File: src/hdl/lzid_ram.sv
`timescale 1ns / 1ps
module lzid_ram #(
	parameter int WIDTH = 8,
	parameter int DEPTH = 16
) (
	input  logic                     clk,
	input  logic                     we,
	input  logic [$clog2(DEPTH)-1:0] waddr,
	input  logic [WIDTH-1:0]         wdata,
	input  logic [$clog2(DEPTH)-1:0] raddr,
	output logic [WIDTH-1:0]         rdata
);
	logic [WIDTH-1:0] mem [DEPTH];

	always_ff @(posedge clk) begin
		if (we) mem[waddr] <= wdata;
		rdata <= mem[raddr];
	end
endmodule

File: config.mk
export PLATFORM = sky130hd
export DESIGN_NAME = lzid_ram
export DESIGN_NICKNAME = d
export VERILOG_FILES = /design/src/hdl/lzid_ram.sv
export SDC_FILE = /design/constraint.sdc
export NUM_CORES = 1
export LEC_CHECK = 0
export BUFFER_PORTS_ARGS = -buffer_cell sky130_fd_sc_hd__buf_4
export CORE_MARGIN = 1.5
export CORE_UTILIZATION = 46
export CTS_CLUSTER_DIAMETER = 30
export DETAILED_ROUTE_END_ITERATION = 12
export HOLD_SLACK_MARGIN = 0.15
export PLACE_DENSITY = 0.65
export SLEW_MARGIN = 15
export SYNTH_ARGS = -nofsm -noshare
export SYNTH_HDL_FRONTEND = slang
export SYNTH_SLANG_ARGS = --single-unit
File: constraint.sdc
create_clock -name clk -period 2 [get_ports clk]
set_input_delay 0.4 -clock clk [delete_from_list [all_inputs] [get_ports clk]]
set_output_delay 0.4 -clock clk [all_outputs]
set_load 0.1 [all_outputs]
==> results of run 1 <==
-- cell families after synthesis --
kind of cell           count (synthesis)
AO/OA/AOI/OAI                         16
buffers and inverters                 10
flip-flops                           136
multiplexers                          32
AND/OR/NAND/NOR                       35
-- power breakdown --
group	leakage (µW)	internal (µW)	switching, µW	total [µW]
combinational	0.000622	150	301	452
clock	0.000329	2370	1110	3480
sequential	0.00122	3190	20.9	3210
total	0.00217	5710	1430	7140
-- routing by layer --
metal	wire length, µm	up-vias	track usage, %
li1	-	1090	-
met1	4346	1284	27.30
met2	4984	73	28.80
met3	542	2	4.244
met4	38	0	5.639
met5	0	-	0
-- stage by stage --
step | std cells | setup WS [ps] | instance area, µm²
global route | 440 | 411.4 | 6291
finish | 440 | 450.1 | 6291
global placement | 408 | 104.5 | 5617
CTS | 440 | 431.8 | 6291
detailed placement | 408 | 103.5 | 5617
floorplan | 229 | 107.1 | 5147
-- state kept, by name (all words and copies together) (netlist names) --
register,count
mem,128
rdata,8
-- cell usage in the layout (no fill, tap or decap), drive strengths merged --
master    instances
edfxtp          128
buf              49
mux4             32
clkbuf           20
a22oi            16
nor2             13
nand2             9
dfxtp             8
bufinv            6
nor3              4
clkinv            4
nand3b            2
nand2b            2
nor2b             1
and2              1
and2b             1
nand3             1
or3b              1
clkinvlp          1
inv               1
-- synthesized netlist by cell type --
master / n / share of area (%)
and2_1: 1 / 0.12
mux4_2: 18 / 7.9
nand2_1: 9 / 0.66
nor3_1: 4 / 0.39
clkdlybuf4s25_2: 3 / 0.58
nand3b_1: 2 / 0.29
nand3_1: 1 / 0.097
or3b_2: 1 / 0.17
a22oi_1: 16 / 2.3
buf_2: 3 / 0.29
mux4_1: 14 / 7.1
edfxtp_1: 128 / 75
buf_4: 1 / 0.15
nand2b_1: 2 / 0.24
dfxtp_1: 8 / 3.1
nor2b_1: 1 / 0.12
and2b_1: 1 / 0.15
buf_6: 3 / 0.66
nor2_1: 13 / 0.95
-- path summary, 6_finish.rpt --
kind / cells past startpoint / slack, ps / start / endpoint
setup / recovery: 1 / 450 / rdata[1]$_DFF_P_ / rdata[1]
hold / removal: 1 / 210 / wdata[1] / mem[7][1]$_DFFE_PP_
setup reg to reg: 3 / 590 / mem[1][3]$_DFFE_PP_ / rdata[3]$_DFF_P_
hold reg to reg: 3 / 670 / mem[14][0]$_DFFE_PP_ / rdata[0]$_DFF_P_
-- area by class of cell --
| class | count | area, µm² |
|---|---|---|
| fill | 786 | 4597 |
| sequential | 136 | 4004 |
| multi-input combinational | 83 | 1057 |
| clock buffer | 20 | 455.4 |
| timing repair buffer | 49 | 380.4 |
| clock inverter | 12 | 219.0 |
| tap | 140 | 175.2 |
==> out/qor.csv, run 1 <==
stage,metric,value,unit
clock_network,tritoncts,built,
yosys,ys_warn_count,0,
sta,skew,7.742,ps
placed_design,io_buffers,25,
yosys,synth-seq-cells,136,
yosys,syn_avg_cell_area,22.48,µm²
clock_network,cts_hold_buffers,0,
floorplanning,core.rowCount,38,
detailed_routing,first_pass_iters,4,
detailed_routing,drt_iter0_markers,167,
detailed_routing,wl,9912,µm
yosys,synth_cells,229,
yosys,yosys.area_share.simple,3.184,%
clock_network,clk_pin_slew_worst_paths,60,ps
yosys,synth_top_family_by_area,multiplexers,
final_layout,diodes,0,
power_and_ir_drop,vdd_ir_drop_max,0.0006252,V
worst_setup_path,crit_chain,buf_4,
clock_network,clock_path_buffers,2,
floorplanning,ios,26,
floorplanning,start_util,47.28,%
outcome,status,finished clean,
detailed_routing,ant_nets,0,
floorplanning,die_x,108.8,µm
worst_setup_path,cp_max_fo,1,
yosys,synth_compound_area_share,2.333,%
clock_network,cts_setup_buffers,0,
global_route,first_global_vias,2575,
clock_network,clkLatencyLatePin,500,ps
placed_design,gp_congestion,0.7709,
sta,fmax,645.2,MHz
clock_network,cts_num_sinks,136,
sta,hold_ws,205.0,ps
clock_network,cts_max_level,4,
clock_network,cts_resized,0,
floorplanning,die_h,108.8,µm
clock_network,cts_root_buffer,clkbuf_8,
placed_design,place_hpwl,6308,µm
yosys,ys_seq_area_share,77.78,%
sta,min_period_over_period,77.50,%
sta,fin_tns_setup,0,ps
worst_setup_path,endpoint_kind,output pin,
global_route,antenna_found_initial,0,
worst_setup_path,arrival,1150,ps
final_layout,final_util,57.78,%
yosys,synthMuxAreaShare,15.02,%
worst_setup_path,critical-path-max-stage-delay,350,ps
worst_setup_path,cpMaxStageDelayCell,dfxtp_1,
global_route,grt_pass1_wl,15300,µm
sta,hold_violations,0,
detailed_routing,detail_route.wl_per_cell,22.53,µm
clock_network,cts_buffers,17,
sta,report.final.slew_viol_count,0,
detailed_routing,drt-vias-per-instance,5.566,
sta,fin_crit,1550,ps
final_layout,area_delta_synth_final,22.22,%
sta,maxSlewHeadroom,51.05,%
worst_setup_path,crit_type,register to output pin,
worst_setup_path,cp_data_required_time,1600,ps
yosys,synth_xor_area_share,0,%
worst_hold_path,hp-class,primary input to register,
yosys,synth_nets,247,
detailed_routing,route.detailed.drc,0,
worst_setup_path,path_buf_inv,1,
power_and_ir_drop,p_leak,0.002175,µW
worst_setup_path,cpLargestDelayFamily,flip-flops,
final_layout,drive_gt1_share,33.00,%
detailed_routing,vias,2449,
global_route,overflow,0,
worst_setup_path,startpoint_type,register,
sta,setup_violations,0,
floorplanning,dieArea,11830,µm²
yosys,synth_fa_ha_area_share,0,%
power_and_ir_drop,powerDensity,1135,nW/µm²
final_layout,finish.net_count,305,
sta,tightest_slew,731.5,ps
global_route,grt_usage,18.81,%
sta,rsz0062_at_grt,no,
floorplanning,fp.coreArea,10890,µm²
yosys,synth_area,5147,µm²
yosys,ys_types,19,
flow_run,cap_violations,0,
power_and_ir_drop,finalPower,7141,µW
global_route,grt_max_degree,17,
(Power assumes the default switching activity.)
==> run 2: changes to the inputs <==
--- a/config.mk
+++ b/config.mk
@@ -5,13 +5,13 @@
 export SDC_FILE = /design/constraint.sdc
 export NUM_CORES = 1
 export LEC_CHECK = 0
+export ABC_AREA = 1
 export BUFFER_PORTS_ARGS = -buffer_cell sky130_fd_sc_hd__buf_4
 export CORE_MARGIN = 1.5
 export CORE_UTILIZATION = 46
 export CTS_CLUSTER_DIAMETER = 30
 export DETAILED_ROUTE_END_ITERATION = 12
 export HOLD_SLACK_MARGIN = 0.15
-export PLACE_DENSITY = 0.65
 export SLEW_MARGIN = 15
 export SYNTH_ARGS = -nofsm -noshare
 export SYNTH_HDL_FRONTEND = slang
==> constraint.sdc (replaced) <==
create_clock -name clk -period 1.6 [get_ports clk]
set_input_delay 0.32 -clock clk [delete_from_list [all_inputs] [get_ports clk]]
set_output_delay 0.32 -clock clk [all_outputs]
set_load 0.1 [all_outputs]
==> run 2 against run 1 <==
  * Clock power up 15%
  * Non-clock buffer count up 3
  * Register-to-register slack about the same
  * Synthesized area up 12%
  * Hold slack better by 27 ps
  * Wire length up 30%
  * Global-route usage up 2.8 points
  * Setup slack worse by 290 ps
  * Synthesized cell count up 140%
  * Combinational power up 52%
  * Die area up 12%
==> out/qor.csv, run 2 <==
stage,metric,value,unit,change
outcome,status,finished clean,,
worst_setup_path,arrival,1120,ps,-30 ps
clock_network,cts_num_sinks,136,,unchanged
clock_network,tritoncts,built,,
detailed_routing,first_pass_iters,4,,unchanged
yosys,ys.flop_type,edfxtp_1,,
sta,hold_violations,0,,unchanged
sta,skew,5.463,ps,-2.280 ps
placed_design,dp.cells,747,,+83%
global_route,overflow,0,,unchanged
worst_setup_path,path_buf_inv,1,,unchanged
placed_design,gp_congestion,0.8187,,+6.2%
yosys,ys_seq_area_share,69.43,%,-8.4 points
floorplanning,die_x,115.0,µm,+5.7%
worst_setup_path,cp_data_required_time,1280,ps,-320 ps
final_layout,diodes,0,,unchanged
yosys,ys_types,12,,-7
worst_setup_path,cpMaxStageDelayCell,dfxtp_1,,
yosys,synth_nets,569,,+130%
final_layout,area_delta_synth_final,18.55,%,
floorplanning,dieArea,13220,µm²,+12%
sta,min_period_over_period,90.16,%,
worst_setup_path,crit_type,register to output pin,,
power_and_ir_drop,vdd_ir_drop_max,0.0006780,V,+8.4%
yosys,synth_top_area_share,66.65,%,-8.0 points
global_route,grt_pass1_wl,20370,µm,+33%
final_layout,layout_common_cells,"nand2_1, edfxtp_1, inv_1, nand3_1, buf_4",,
power_and_ir_drop,p_leak,0.002970,µW,+37%
clock_network,cts_setup_buffers,0,,unchanged
final_layout,multi_input_area,1214,µm²,+15%
floorplanning,fp.coreArea,12110,µm²,+11%
final_layout,largest_reg_flops,128,,unchanged
sta,report.final.slew_viol_count,0,,unchanged
clock_network,clkLatencyLatePin,420,ps,-80 ps
placed_design,place_hpwl,8205,µm,+30%
detailed_routing,wl,12850,µm,+30%
final_layout,final_common_cell,nand2_1,,
flow_run,cap_violations,0,,unchanged
final_layout,top_regs,"mem: 128 flops, rdata: 8 flops",,
final_layout,final_cell_area,6837,µm²,+8.7%
sta,hold_ws,231.9,ps,+26.84 ps
yosys,yosys.area.top_type,edfxtp_1,,
yosys,synth_most_common_cell,nand2_1,,
final_layout,finish.net_count,616,,+100%
floorplanning,ios,26,,unchanged
sta,fin_tns_setup,0,ps,unchanged
yosys,synth_common_cells,"nand2_1, edfxtp_1, inv_1",,
detailed_routing,route.detailed.drc,0,,unchanged
global_route,grt_usage,21.61,%,+2.8 points
final_layout,drive_gt1_share,13.75,%,-19 points
clock_network,clock_path_buffers,2,,unchanged
sta,fmax,693.2,MHz,
clock_network,clk_pin_slew_worst_paths,60,ps,about the same
yosys,async_reset_ff_share,0,%,unchanged
sta,fin_crit,1443,ps,
detailed_routing,ant_nets,0,,unchanged
placed_design,io_buffers,25,,unchanged
detailed_routing,vias,3768,,+54%
floorplanning,die_h,115.0,µm,+5.7%
detailed_routing,detail_route.wl_per_cell,16.49,µm,-27%
final_layout,seq_area,4004,µm²,unchanged
yosys,ys_warn_count,0,,unchanged
yosys,synth_area,5767,µm²,+12%
clock_network,cts_max_level,4,,unchanged
clock_network,cts_buffers,17,,unchanged
floorplanning,start_util,47.61,%,+0.34 points
yosys,synth_cells,551,,+140%
sta,rsz0062_at_grt,no,,
global_route,first_global_vias,3717,,+44%
worst_hold_path,hp-class,primary input to register,,
detailed_routing,drt_iter0_markers,218,,+31%
sta,tightest_slew,281.2,ps,-450.3 ps
final_layout,n_fill_cell,1054,,+34%
clock_network,cts_hold_buffers,0,,unchanged
sta,maxSlewHeadroom,81.41,%,+30 points
yosys,synth-seq-cells,136,,unchanged
floorplanning,core.rowCount,40,,+5.3%
final_layout,fin_cells,779,,+77%
worst_setup_path,crit_chain,buf_4,,
final_layout,regMostFlops,mem,,
worst_setup_path,cp_max_fo,1,,unchanged
worst_setup_path,critical-path-max-stage-delay,380,ps,+30 ps
clock_network,cts_root_buffer,clkbuf_16,,
detailed_routing,drt-vias-per-instance,4.837,,-13%
placed_design,postPlaceCellArea,6226,µm²,+11%
yosys,synth_edf_count,128,,unchanged
global_route,grt_max_degree,35,,+18
detailed_routing,dr_wl_met3,483,µm,-11%
global_route,antenna_found_initial,0,,unchanged
yosys,ys_top_cells_by_area,"edfxtp_1, nand2_1, nand3_1, inv_1, dfxtp_1",,
worst_setup_path,startpoint_type,register,,
power_and_ir_drop,powerDensity,1273,nW/µm²,+12%
yosys,syn_avg_cell_area,10.47,µm²,-53%
detailed_routing,wl_met2,6010,µm,+21%
sta,setup_violations,0,,unchanged
detailed_routing,top_layer_used,met4,,
worst_setup_path,cpLargestDelayFamily,flip-flops,,
detailed_routing,wl_met1,6093,µm,+40%
clock_network,cts_resized,0,,unchanged
worst_setup_path,endpoint_kind,output pin,,
==> run 2: cells by family (layout without fill, tap and decap cells) <==
family	Yosys count	after routing	share of synthesized area [%]
buffers and inverters	126	186	9.525
flip-flops	136	136	69.43
AND/OR/NAND/NOR	289	289	21.05
==> run 2: layer usage <==
layer	up-vias	track usage [%]
met4	0	10.29
li1	1867	-
met5	-	0
met3	19	4.639
met2	85	33.41
met1	1797	29.36
==> run 2: power by group <==
part | total (µW) | leakage, µW | switching [µW] | internal [µW]
registers | 4010 | 0.00122 | 28.4 | 3980
clock network | 4000 | 0.000285 | 1420 | 2580
logic | 687 | 0.00146 | 506 | 182
==> run 2: final cells by class <==
type	instances	share of cell area, %
clock buffers	18	6.277
clock inverters	14	2.654
inverters	102	5.600
multi-input cells	289	17.75
flip-flops and latches	136	58.57
well taps	168	3.075
repair buffers	52	6.076
==> run 2: worst register-to-register path: cells and delay by family (launching register included) <==
family	cells	cell delay [ps]
AND/OR/NAND/NOR	5	470
buffers and inverters	1	60
flip-flops	1	370
==> run 2: through the flow <==
| step | setup WS [ps] | total power, µW | util (%) |
|---|---|---|---|
| floorplan | 329.2 | 4526 | - |
| global placement | 211.7 | 4773 | 51.41 |
| detailed placement | 212.4 | 4779 | 51.41 |
| CTS | 144.2 | 8782 | 56.45 |
| global route | 121.4 | 8984 | 56.45 |
| finish | 157.5 | 8704 | 56.45 |
==> run 2: path summary, 6_finish.rpt <==
kind              cells past startpoint               end  slack (ps)                  from
setup reg to reg                      6  rdata[5]$_DFF_P_         590   mem[9][5]$_DFFE_PP_
setup / recovery                      1          rdata[5]         160      rdata[5]$_DFF_P_
hold / removal                        3  rdata[0]$_DFF_P_         230              raddr[3]
hold reg to reg                       6  rdata[2]$_DFF_P_         670  mem[12][2]$_DFFE_PP_
